### src/hw/rtl/lscp_pkg.sv
// Shared types, widths and constants for the line sensor calibration and position block.
// Used by lscp_divider and line_sensor_calibrate_position_core; depends on nothing else.
`timescale 1ns / 1ps

package lscp_pkg;

    localparam int NUM_SENSORS  = 8;
    localparam int READING_BITS = 16;
    localparam int FULL_SCALE   = 1000;

    localparam int CH_BITS     = $clog2(NUM_SENSORS);
    localparam int SCALED_BITS = $clog2(FULL_SCALE + 1);
    localparam int SUM_BITS    = $clog2(NUM_SENSORS * FULL_SCALE + 1);
    localparam int POS_BITS    = $clog2((NUM_SENSORS - 1) * FULL_SCALE + 1);
    localparam int MEAN_BITS   = SCALED_BITS;

    localparam longint MAX_READING  = (longint'(1) << READING_BITS) - 1;
    localparam int     PRODUCT_BITS = $clog2(longint'(FULL_SCALE) * MAX_READING + 1);
    localparam int     WEIGHTED_BITS =
        $clog2(longint'(NUM_SENSORS - 1) * FULL_SCALE * NUM_SENSORS * FULL_SCALE + 1);

    localparam int DIVIDEND_BITS = (PRODUCT_BITS > WEIGHTED_BITS) ? PRODUCT_BITS
                                                                  : WEIGHTED_BITS;
    localparam int DIVISOR_BITS  = (READING_BITS > SUM_BITS) ? READING_BITS : SUM_BITS;
    localparam int QUOT_BITS     = (POS_BITS > SCALED_BITS) ? POS_BITS : SCALED_BITS;
    localparam int DEN_BITS      = DIVISOR_BITS + QUOT_BITS - 1;
    localparam int CNT_BITS      = $clog2(QUOT_BITS + 1);

    localparam int IN_TDATA_BITS  = ((NUM_SENSORS * READING_BITS + 7) / 8) * 8;
    localparam int OUT_FIELD_BITS = POS_BITS + MEAN_BITS + 1;
    localparam int OUT_TDATA_BITS = ((OUT_FIELD_BITS + 7) / 8) * 8;

    typedef enum logic [3:0] {
        ST_IDLE,
        ST_CAL,
        ST_LOAD,
        ST_MUL,
        ST_START,
        ST_DIV,
        ST_ACC,
        ST_WADD,
        ST_PSTART,
        ST_PDIV,
        ST_DONE
    } lscp_state_t;

    typedef struct packed {
        logic busy;
        logic done;
    } lscp_div_status_t;

    // Position weight of a channel: its index times the full scale.
    function automatic logic [POS_BITS-1:0] channel_weight(input logic [CH_BITS-1:0] ch);
        return POS_BITS'(int'(ch) * FULL_SCALE);
    endfunction

endpackage

### src/hw/rtl/line_sensor_calibrate_position_core.sv
// Top level of the reflectance line sensor calibration and weighted position block.
// Depends on lscp_pkg and instantiates lscp_divider.
`timescale 1ns / 1ps

// Each input word on the s_ channel is one frame of eight sensor readings.
// The cfg_ channel writes the calibrate_mode register (reset value 1); it is
// always ready and should only be written while the block is idle.
// In calibrate mode the first frame after reset seeds each channel's minimum
// and maximum, and later frames widen them. One result word is returned with
// tuser set and all other fields zero.
// In run mode each reading is clamped and scaled to 0..1000, and the result
// word carries the weighted line position, the mean scaled level and a
// no-line flag.
// Sequence: a calibrate frame updates one channel per cycle and then reaches the
// result register. A run frame steps through each channel in turn: load, multiply,
// start, the shared restoring divider (13 steps, then its done strobe), accumulate
// and add; then come the position division and the result, with the division
// skipped when no line is seen.
// Only one frame is in flight and s_tready is high only while the sequencer is idle,
// so a new frame is taken only after the previous one has reached the result register.
// The result sits in an output register, so a new frame may be accepted while
// the previous word waits for m_tready; a finished word then waits in turn.
// Reset clears the sequencer, the output valid and the seeded flag, and sets
// calibrate mode; the stored ranges are undefined until the first calibrate frame.

module line_sensor_calibrate_position_core
(
    input  logic                                  clk,
    input  logic                                  rst_n,
    // Input frame.
    input  logic                                  s_tvalid,
    output logic                                  s_tready,
    // reading_zero [15:0], reading_one, ... up to reading_seven [127:112].
    input  logic [lscp_pkg::IN_TDATA_BITS-1:0]    s_tdata,
    // Result.
    output logic                                  m_tvalid,
    input  logic                                  m_tready,
    // line_position [12:0], mean_level [22:13], no_line [23].
    output logic [lscp_pkg::OUT_TDATA_BITS-1:0]   m_tdata,
    // calibrating [0].
    output logic [0:0]                            m_tuser,
    // Configuration write of calibrate_mode.
    input  logic                                  cfg_valid,
    output logic                                  cfg_ready,
    input  logic                                  cfg_data
);

    localparam int RB = lscp_pkg::READING_BITS;
    localparam int NS = lscp_pkg::NUM_SENSORS;

    lscp_pkg::lscp_state_t state_reg, state_next;

    logic [lscp_pkg::CH_BITS-1:0] ch_reg, ch_next;
    logic                         seeded_reg, seeded_next;
    logic                         calmode_reg;
    logic                         m_tvalid_reg, m_tvalid_next;

    // Frame and per-channel ranges.
    logic [RB-1:0] frame_reg [NS];
    logic [RB-1:0] min_reg [NS];
    logic [RB-1:0] max_reg [NS];
    logic          min_we, max_we;

    // Run datapath.
    logic                                  cal_item_reg, cal_item_next;
    logic [RB-1:0]                         diff_reg, diff_next;
    logic [RB-1:0]                         span_reg, span_next;
    logic                                  zero_reg, zero_next;
    logic [lscp_pkg::PRODUCT_BITS-1:0]     num_reg, num_next;
    logic [lscp_pkg::SUM_BITS-1:0]         sum_reg, sum_next;
    logic [lscp_pkg::WEIGHTED_BITS-1:0]    prod_reg, prod_next;
    logic [lscp_pkg::WEIGHTED_BITS-1:0]    weighted_reg, weighted_next;

    // Result register.
    logic [lscp_pkg::POS_BITS-1:0]         pos_reg, pos_next;
    logic [lscp_pkg::MEAN_BITS-1:0]        mean_reg, mean_next;
    logic                                  noline_reg, noline_next;
    logic                                  calibrating_reg, calibrating_next;

    // Divider hookup.
    logic                                  div_start;
    logic [lscp_pkg::DIVIDEND_BITS-1:0]    div_dividend;
    logic [lscp_pkg::DIVISOR_BITS-1:0]     div_divisor;
    logic [lscp_pkg::QUOT_BITS-1:0]        div_quotient;
    lscp_pkg::lscp_div_status_t            div_status;

    // Values read at the current channel.
    logic [RB-1:0]                         cur_v, cur_lo, cur_hi, cur_clamped;
    logic [lscp_pkg::SCALED_BITS-1:0]      scaled;
    logic [lscp_pkg::SUM_BITS-1:0]         mean_full;
    logic                                  last_ch;
    logic                                  s_accept;

    assign s_accept    = s_tvalid && s_tready;
    assign cur_v       = frame_reg[ch_reg];
    assign cur_lo      = min_reg[ch_reg];
    assign cur_hi      = max_reg[ch_reg];
    assign last_ch     = (ch_reg == lscp_pkg::CH_BITS'(NS - 1));
    assign cur_clamped = (cur_v < cur_lo) ? cur_lo : ((cur_v > cur_hi) ? cur_hi : cur_v);
    // A channel with no range scales to zero whatever the divider returned.
    assign scaled      = zero_reg ? '0 : div_quotient[lscp_pkg::SCALED_BITS-1:0];
    assign mean_full   = sum_reg / lscp_pkg::SUM_BITS'(lscp_pkg::NUM_SENSORS);

    lscp_divider u_divider
    (
        .clk      (clk),
        .rst_n    (rst_n),
        .start    (div_start),
        .dividend (div_dividend),
        .divisor  (div_divisor),
        .quotient (div_quotient),
        .status   (div_status)
    );

    // Next state.
    always_comb
    begin
        state_next = state_reg;
        case (state_reg)
            lscp_pkg::ST_IDLE:
            begin
                if (s_accept)
                begin
                    state_next = calmode_reg ? lscp_pkg::ST_CAL : lscp_pkg::ST_LOAD;
                end
            end
            lscp_pkg::ST_CAL:
            begin
                if (last_ch)
                begin
                    state_next = lscp_pkg::ST_DONE;
                end
            end
            lscp_pkg::ST_LOAD:   state_next = lscp_pkg::ST_MUL;
            lscp_pkg::ST_MUL:    state_next = lscp_pkg::ST_START;
            lscp_pkg::ST_START:  state_next = lscp_pkg::ST_DIV;
            lscp_pkg::ST_DIV:
            begin
                if (div_status.done)
                begin
                    state_next = lscp_pkg::ST_ACC;
                end
            end
            lscp_pkg::ST_ACC:    state_next = lscp_pkg::ST_WADD;
            lscp_pkg::ST_WADD:
            begin
                state_next = last_ch ? lscp_pkg::ST_PSTART : lscp_pkg::ST_LOAD;
            end
            lscp_pkg::ST_PSTART:
            begin
                // With no line seen there is nothing to divide.
                state_next = (sum_reg == '0) ? lscp_pkg::ST_DONE : lscp_pkg::ST_PDIV;
            end
            lscp_pkg::ST_PDIV:
            begin
                if (div_status.done)
                begin
                    state_next = lscp_pkg::ST_DONE;
                end
            end
            lscp_pkg::ST_DONE:
            begin
                if (!m_tvalid_reg || m_tready)
                begin
                    state_next = lscp_pkg::ST_IDLE;
                end
            end
            default:             state_next = lscp_pkg::ST_IDLE;
        endcase
    end

    // Datapath control and next values.
    always_comb
    begin
        ch_next          = ch_reg;
        seeded_next      = seeded_reg;
        cal_item_next    = cal_item_reg;
        diff_next        = diff_reg;
        span_next        = span_reg;
        zero_next        = zero_reg;
        num_next         = num_reg;
        sum_next         = sum_reg;
        prod_next        = prod_reg;
        weighted_next    = weighted_reg;
        pos_next         = pos_reg;
        mean_next        = mean_reg;
        noline_next      = noline_reg;
        calibrating_next = calibrating_reg;
        m_tvalid_next    = m_tvalid_reg && !m_tready;
        min_we           = 1'b0;
        max_we           = 1'b0;
        div_start        = 1'b0;
        div_dividend     = lscp_pkg::DIVIDEND_BITS'(num_reg);
        div_divisor      = lscp_pkg::DIVISOR_BITS'(span_reg);
        s_tready         = 1'b0;

        case (state_reg)
            lscp_pkg::ST_IDLE:
            begin
                s_tready = 1'b1;
                if (s_accept)
                begin
                    ch_next       = '0;
                    cal_item_next = calmode_reg;
                    sum_next      = '0;
                    weighted_next = '0;
                end
            end
            lscp_pkg::ST_CAL:
            begin
                // The first calibrate frame seeds both bounds; later ones widen them.
                if (!seeded_reg)
                begin
                    min_we = 1'b1;
                    max_we = 1'b1;
                end
                else if (cur_v < cur_lo)
                begin
                    min_we = 1'b1;
                end
                else if (cur_v > cur_hi)
                begin
                    max_we = 1'b1;
                end
                ch_next = ch_reg + lscp_pkg::CH_BITS'(1);
                if (last_ch)
                begin
                    seeded_next = 1'b1;
                end
            end
            lscp_pkg::ST_LOAD:
            begin
                zero_next = (cur_hi <= cur_lo);
                diff_next = cur_clamped - cur_lo;
                span_next = cur_hi - cur_lo;
            end
            lscp_pkg::ST_MUL:
            begin
                num_next = lscp_pkg::PRODUCT_BITS'(diff_reg)
                         * lscp_pkg::PRODUCT_BITS'(lscp_pkg::FULL_SCALE);
            end
            lscp_pkg::ST_START:
            begin
                div_start = 1'b1;
            end
            lscp_pkg::ST_ACC:
            begin
                sum_next  = sum_reg + lscp_pkg::SUM_BITS'(scaled);
                prod_next = lscp_pkg::WEIGHTED_BITS'(lscp_pkg::channel_weight(ch_reg))
                          * lscp_pkg::WEIGHTED_BITS'(scaled);
            end
            lscp_pkg::ST_WADD:
            begin
                weighted_next = weighted_reg + prod_reg;
                ch_next       = ch_reg + lscp_pkg::CH_BITS'(1);
            end
            lscp_pkg::ST_PSTART:
            begin
                div_dividend = lscp_pkg::DIVIDEND_BITS'(weighted_reg);
                div_divisor  = lscp_pkg::DIVISOR_BITS'(sum_reg);
                div_start    = (sum_reg != '0);
            end
            lscp_pkg::ST_DONE:
            begin
                if (!m_tvalid_reg || m_tready)
                begin
                    m_tvalid_next    = 1'b1;
                    calibrating_next = cal_item_reg;
                    if (cal_item_reg)
                    begin
                        pos_next    = '0;
                        mean_next   = '0;
                        noline_next = 1'b0;
                    end
                    else
                    begin
                        noline_next = (sum_reg == '0);
                        pos_next    = (sum_reg == '0) ? '0
                                    : div_quotient[lscp_pkg::POS_BITS-1:0];
                        mean_next   = mean_full[lscp_pkg::MEAN_BITS-1:0];
                    end
                end
            end
            default:
            begin
            end
        endcase
    end

    // Control state.
    always_ff @(posedge clk or negedge rst_n)
    begin
        if (!rst_n)
        begin
            state_reg    <= lscp_pkg::ST_IDLE;
            ch_reg       <= '0;
            seeded_reg   <= 1'b0;
            calmode_reg  <= 1'b1;
            m_tvalid_reg <= 1'b0;
        end
        else
        begin
            state_reg    <= state_next;
            ch_reg       <= ch_next;
            seeded_reg   <= seeded_next;
            m_tvalid_reg <= m_tvalid_next;
            if (cfg_valid && cfg_ready)
            begin
                calmode_reg <= cfg_data;
            end
        end
    end

    // Payload registers: frame, ranges and working values.
    always_ff @(posedge clk)
    begin
        if (s_accept)
        begin
            for (int i = 0; i < NS; i++)
            begin
                frame_reg[i] <= s_tdata[i*RB +: RB];
            end
        end
        if (min_we)
        begin
            min_reg[ch_reg] <= cur_v;
        end
        if (max_we)
        begin
            max_reg[ch_reg] <= cur_v;
        end
        cal_item_reg    <= cal_item_next;
        diff_reg        <= diff_next;
        span_reg        <= span_next;
        zero_reg        <= zero_next;
        num_reg         <= num_next;
        sum_reg         <= sum_next;
        prod_reg        <= prod_next;
        weighted_reg    <= weighted_next;
        pos_reg         <= pos_next;
        mean_reg        <= mean_next;
        noline_reg      <= noline_next;
        calibrating_reg <= calibrating_next;
    end

    assign cfg_ready  = 1'b1;
    assign m_tvalid   = m_tvalid_reg;
    assign m_tdata    = lscp_pkg::OUT_TDATA_BITS'({noline_reg, mean_reg, pos_reg});
    assign m_tuser[0] = calibrating_reg;

endmodule

### src/hw/rtl/lscp_divider.sv
// Restoring divider, one quotient bit per cycle, shared by the scaling and position divisions of the block.
// Depends on lscp_pkg for its widths and the status struct.
`timescale 1ns / 1ps

module lscp_divider
(
    input  logic                                 clk,
    input  logic                                 rst_n,
    input  logic                                 start,
    input  logic [lscp_pkg::DIVIDEND_BITS-1:0]   dividend,
    input  logic [lscp_pkg::DIVISOR_BITS-1:0]    divisor,
    output logic [lscp_pkg::QUOT_BITS-1:0]       quotient,
    output lscp_pkg::lscp_div_status_t           status
);

    // The quotient is known to fit in QUOT_BITS, so the divisor starts
    // shifted up by QUOT_BITS-1 places and walks down one place a cycle.
    logic [lscp_pkg::DIVIDEND_BITS-1:0] rem_reg, rem_next;
    logic [lscp_pkg::DEN_BITS-1:0]      den_reg, den_next;
    logic [lscp_pkg::QUOT_BITS-1:0]     quot_reg, quot_next;
    logic [lscp_pkg::CNT_BITS-1:0]      cnt_reg, cnt_next;
    logic                               busy_reg, busy_next;
    logic                               done_reg, done_next;
    logic [lscp_pkg::DEN_BITS-1:0]      rem_ext;
    logic [lscp_pkg::DEN_BITS-1:0]      sub;

    assign rem_ext = lscp_pkg::DEN_BITS'(rem_reg);
    assign sub     = rem_ext - den_reg;

    always_comb
    begin
        rem_next  = rem_reg;
        den_next  = den_reg;
        quot_next = quot_reg;
        cnt_next  = cnt_reg;
        busy_next = busy_reg;
        done_next = 1'b0;
        if (start)
        begin
            rem_next  = dividend;
            den_next  = {divisor, {(lscp_pkg::QUOT_BITS - 1){1'b0}}};
            quot_next = '0;
            cnt_next  = lscp_pkg::CNT_BITS'(lscp_pkg::QUOT_BITS);
            busy_next = 1'b1;
        end
        else if (busy_reg)
        begin
            if (rem_ext >= den_reg)
            begin
                rem_next  = sub[lscp_pkg::DIVIDEND_BITS-1:0];
                quot_next = {quot_reg[lscp_pkg::QUOT_BITS-2:0], 1'b1};
            end
            else
            begin
                quot_next = {quot_reg[lscp_pkg::QUOT_BITS-2:0], 1'b0};
            end
            den_next = den_reg >> 1;
            cnt_next = cnt_reg - lscp_pkg::CNT_BITS'(1);
            if (cnt_reg == lscp_pkg::CNT_BITS'(1))
            begin
                busy_next = 1'b0;
                done_next = 1'b1;
            end
        end
    end

    always_ff @(posedge clk or negedge rst_n)
    begin
        if (!rst_n)
        begin
            busy_reg <= 1'b0;
            done_reg <= 1'b0;
            cnt_reg  <= '0;
        end
        else
        begin
            busy_reg <= busy_next;
            done_reg <= done_next;
            cnt_reg  <= cnt_next;
        end
    end

    always_ff @(posedge clk)
    begin
        rem_reg  <= rem_next;
        den_reg  <= den_next;
        quot_reg <= quot_next;
    end

    assign quotient    = quot_reg;
    assign status.busy = busy_reg;
    assign status.done = done_reg;

endmodule
### config.mk
export PLATFORM = sky130hd
export DESIGN_NAME = line_sensor_calibrate_position_core
export DESIGN_NICKNAME = d
export VERILOG_FILES = /design/src/hw/rtl/lscp_pkg.sv /design/src/hw/rtl/line_sensor_calibrate_position_core.sv /design/src/hw/rtl/lscp_divider.sv
export SDC_FILE = /design/constraint.sdc
export NUM_CORES = 1
export LEC_CHECK = 0
export ABC_AREA = 1
export BUFFER_PORTS_ARGS = -buffer_cell sky130_fd_sc_hd__buf_2
export CAP_MARGIN = 30
export CORE_MARGIN = 2
export CORE_UTILIZATION = 44
export CTS_CLUSTER_DIAMETER = 200
export DETAILED_ROUTE_END_ITERATION = 8
export PLACE_DENSITY = 0.72
export SYNTH_ARGS = -nofsm -noshare
export SYNTH_HDL_FRONTEND = slang
export SYNTH_HIERARCHICAL = 1
export SYNTH_SLANG_ARGS = --single-unit
### constraint.sdc
create_clock -name clk -period 7.4 [get_ports clk]
set_input_delay 0.74 -clock clk [delete_from_list [all_inputs] [get_ports clk]]
set_output_delay 0.74 -clock clk [all_outputs]
set_load 0.01 [all_outputs]
* Word-level counts from Yosys, hierarchy flattened *
Memory sizes are Yosys's and may differ from the RTL's.
Index checks and enable logic that the tools add are counted.

operators by class
  equality and inequality tests = 17
  multiplexer cells = 51
  order comparisons = 4
  $add $sub $neg = 7
  reductions and logical operators = 23
  $mul = 3

operators by type and width
  cell                                                                    number
  26-bit two-way mux                                                      5
  28-bit two-way mux                                                      2
  26-bit case mux with 2 select lines                                     1
  16-bit two-way mux                                                      3
  4-bit case mux with 11 select lines                                     1
  4-bit two-way mux                                                       8
  16-bit subtractor                                                       2
  26-bit by 28-bit greater-or-equal comparator with 1-bit output          1
  26-bit by 23-bit adder with 26-bit output                               1
  13-bit case mux with 2 select lines                                     1
  26-bit subtractor                                                       1
  16-bit by 7-bit multiplier with 23-bit output (second input constant)   1
  1-bit two-way mux                                                       23
  10-bit by 10-bit multiplier with 20-bit output                          1
  4-bit by 3-bit equality test with 1-bit output (second input constant)  4
  16-bit > comparator                                                     1
  16-bit <= comparator                                                    1
  16-bit < comparator                                                     1
  2-bit AND reduction                                                     7
  13-bit by 10-bit adder with 13-bit output                               1
  13-bit logical NOT                                                      1
  13-bit two-way mux                                                      1
  13-bit nonzero test                                                     1
  4-bit equality test (second input constant)                             3
  20 further kinds                                                        33

storage, ports and cells
  memories = 3
  logic and storage cells = 132
  register bits after elaboration = 224
  RAM bits = 384

memory list
  memory     depth  bits a word  rd ports  clocked after Yosys merged registers in  wr ports  RTL line                                   RTL
  frame_reg  8      16           1         0                                        8         line_sensor_calibrate_position_core.sv:59  logic [RB-1:0] frame_reg [NS];
  max_reg    8      16           1         0                                        1         line_sensor_calibrate_position_core.sv:61  logic [RB-1:0] max_reg [NS];
  min_reg    8      16           1         0                                        1         line_sensor_calibrate_position_core.sv:60  logic [RB-1:0] min_reg [NS];

* Longest topological paths before layout *
An unclocked memory read counts as a cell.

  depth after elaboration = 8
  gate-level depth with buffers = 37
  mapped depth without buffers = 32

* Modules after synthesis *
The synthesis kept the hierarchy.

by module, submodules not included
  module                               area an instance (um2)  times used  cells each
  line_sensor_calibrate_position_core  30,132.6                1           2,810
  lscp_divider                         4,759.6                 1           679

* Worst setup path after synthesis *
OpenSTA, ideal clock, no wires.

  kind = flip-flop to flip-flop
  start point = register state_reg[3]
  end point = register weighted_reg[10] (netlist bit) (enable)
  setup time = 381 ps
  stages on the path, launching flop included = 8
  setup slack = -720 ps
  clock period less this slack = 8,120 ps
  buffers on the path = 0
  arrival time = 7,739 ps
  path through = dfrtp_1 -> nor2_1 -> inv_1 -> nor2_1 -> inv_1 -> nor2_1 -> inv_1 -> nand2_1

on the way
  word-level cells in the longest chain between the ends = 5
  elaborated cells between the ends (all ways) = 7

RTL lines
  item                                    RTL line                                    RTL
  from (decl)                             line_sensor_calibrate_position_core.sv:51   lscp_pkg::lscp_state_t state_reg, state_next;
  from (signal assigned)                  line_sensor_calibrate_position_core.sv:295  state_reg <= lscp_pkg::ST_IDLE;
  from (signal assigned)                  line_sensor_calibrate_position_core.sv:303  state_reg <= state_next;
  4-bit logical NOT                       line_sensor_calibrate_position_core.sv:197  case (state_reg)
  1-bit two-way mux                       line_sensor_calibrate_position_core.sv:197
  named net s_tready                      line_sensor_calibrate_position_core.sv:32   output logic s_tready,
  1-bit logical AND                       line_sensor_calibrate_position_core.sv:94   assign s_accept = s_tvalid && s_tready;
  named net s_accept                      line_sensor_calibrate_position_core.sv:92   logic s_accept;
  2-bit inequality test (no source line)  n/a
  2-bit AND reduction (no source line)    n/a
  to (signal assigned)                    line_sensor_calibrate_position_core.sv:339  weighted_reg <= weighted_next;
  to (decl)                               line_sensor_calibrate_position_core.sv:72   logic [lscp_pkg::WEIGHTED_BITS-1:0] weighted_reg, weighted_next;

The timed path passes the listed nets, and every way through them passes these cells.
A chain may end at the register's enable or synchronous reset.

* Final worst setup path *
  start point = register ch_reg[0] (netlist bit)
  end point = register prod_reg[20] (netlist bit), data pin

on the way
  word-level cells in the longest chain between the ends = 2

RTL lines
  item                                            RTL line                                    RTL
  from (decl)                                     line_sensor_calibrate_position_core.sv:53   logic [lscp_pkg::CH_BITS-1:0] ch_reg, ch_next;
  from (signal assigned)                          line_sensor_calibrate_position_core.sv:304  ch_reg <= ch_next;
  3-bit by 7-bit multiplier with 10-bit output    lscp_pkg.sv:54                              return POS_BITS'(int'(ch) * FULL_SCALE);
  10-bit by 10-bit multiplier with 20-bit output  line_sensor_calibrate_position_core.sv:250  * lscp_pkg::WEIGHTED_BITS'(scaled);
  to (signal assigned)                            line_sensor_calibrate_position_core.sv:338  prod_reg <= prod_next;
  to (decl)                                       line_sensor_calibrate_position_core.sv:71   logic [lscp_pkg::WEIGHTED_BITS-1:0] prod_reg, prod_next;

No other way between the ends.

==> qor.yml <==
sta:
  final_hold_viol_count: 0
  relSlewSlack: 0.3758
  setup_viol: 0
  worst_pin_slew_ps: 931.9
  final.min_clock_period_ps: 6948
  max_freq_ghz: 0.1439
  slew_viol_final: 0
  tns_ps: 0
  rsz0062_at_grt: "no"
  skew_ps: 51.45
  min_period_over_period: 0.9389
global_routing:
  grt_pass1_vias: 24810
  track_usage: 0.2070
  grt_pass1_wl_um: 133500
  grt_overflow: 0
  grt_max_degree: 165
  antenna_found_initial: 0
setup_path:
  ff2ff_path_depth: 25
  crit_path_start: "ch_reg[0]"
  endpoint: "prod_reg[20]"
  arrival_ps: 7280
  worst_setup_path_end_kind: "flop"
  r2r_setup_slack_ps: 450
  cp-start-kind: "flop"
  r2r-start: "ch_reg[0]"
  regToRegEndpoint: "prod_reg[20]"
  criticalPathCategory: "flop to flop"
  critPathRequiredTime_ps: 7730
  crit_fanout: 6
job:
  maxCapViolations: 0
cts:
  cts.sinks: 605
  cts_resized: 0
  post_cts_buffers: 0
  clkTransAtPathRegs_ps: 60
  worstSkewPairLatency_ps: 640
  cts_max_level: 3
  clockBufferDepth: 3
  cts_root_buf: "clkbuf_16"
  holdBufCountCts: 0
  cts_buffers: 66
  cts_tree: "done"
drt:
  drt_pass1_iterations: 6
  num_vias: 25440
  dr.first_iter.drc_count: 2290
  drc: 0
  avgViaCountPerCell: 5.331
  wl_per_cell_um: 17.67
  antenna_left: 0
  routed_wl_um: 84290
yosys:
  synth_warnings: 6
  synthesis.area_sq_um: 34880
  postSynthAreaPerCell_sq_um: 10.00
  postSynthCellCount: 3488
die:
  die_area_sq_um: 81550
  rows: 103
  core-area_sq_um: 78740
  chipWidth_um: 285.6
  start_util: 0.4430
  dieHeight_um: 285.6
  io_pins: 162
cells_and_area:
  fill_cells: 6965
  syn2layout_area_growth_pct: 12.59
  diodes: 0
  layout.nets: 4169
  drive_gt1_frac: 0.09970
  final_cells: 4771
hold_path:
  hold_class: "input port to async pin"
place:
  dp_cells: 4652
  dp_hpwl_um: 60330
  place_congestion: 0.9264
  io_buffers: 160
status:
  status: "complete, no violations"
[worst min-delay path by stage]
stage,start,endpoint,slack [ps],depth (start not counted)
floorplan,u_divider/quotient[12],u_divider/quotient[12],430,2
global placement,u_divider/quotient[12],u_divider/quotient[12],440,2
detailed placement,u_divider/quotient[12],u_divider/quotient[12],460,2
CTS,rst_n,ch_reg[1],60,1
global route,rst_n,ch_reg[1],90,1
finish,rst_n,ch_reg[1],70,1
[area by class of cell]
class,instances,area [sq um],area share
flip-flops and latches,605,17850,0.4544
multi-input cells,2348,14910,0.3797
clock buffers,76,1689,0.04300
inverters,424,1600,0.04074
repair buffers,225,1354,0.03447
well taps,1050,1314,0.03345
clock inverters,43,561.8,0.01430
[metrics by stage]
| step | hold WS (ps) | setup slack [ps] | utilization | instance area [sq um] |
|---|---|---|---|---|
| 6_report | 72.68 | 452.0 | 0.4988 | 39280 |
| 5_1_grt | 88.22 | 41.53 | 0.4988 | 39280 |
| 4_1_cts | 64.44 | 471.4 | 0.4988 | 39280 |
| 3_5_place_dp | 456.8 | 524.0 | 0.4702 | 37030 |
| 3_3_place_gp | 444.9 | 646.5 | 0.4697 | 36980 |
| 2_1_floorplan | 428.3 | 941.6 | - | 34890 |
[layout by cell type, fill, tap and decap left out, drive strengths merged, types with 17 or more instances in the layout]
master / n
nand2: 623
nor2: 437
clkbuf: 76
buf: 225
o22ai: 88
fa: 125
nand3: 82
o211ai: 18
a21oi: 159
dfxtp: 25
a31oi: 24
xor2: 46
nand4: 17
clkinv: 35
ha: 240
inv: 422
o21ai: 366
xnor2: 23
edfxtp: 564
[worst max-delay path: stages (launching register included)]
cell	delay, ps
dfrtp_4	520
fa_1	640
ha_1	260
a211o_1	310
inv_1	60
o31ai_1	70
or2_2	280
nand2_1	170
inv_1	140
nand2_1	100
fa_1	450
fa_1	520
inv_1	50
fa_1	460
fa_1	540
inv_1	50
fa_1	520
inv_1	40
ha_1	330
nand2_1	100
nor2_1	190
nand3_1	110
o2111ai_1	190
a21oi_1	190
o21ai_0	230
xor2_1	90
[metal layers]
metal	track usage	routed length [um]	vias to the layer above
met5	0	0	-
met4	0.06990	2822	0
met3	0.02839	5203	155
met2	0.3547	40610	880
met1	0.2707	35660	12120
li1	-	-	12280
Power is left out: the tool's default activity adds up to more than one toggle a clock period on the data nets, which glitch-free logic cannot reach.
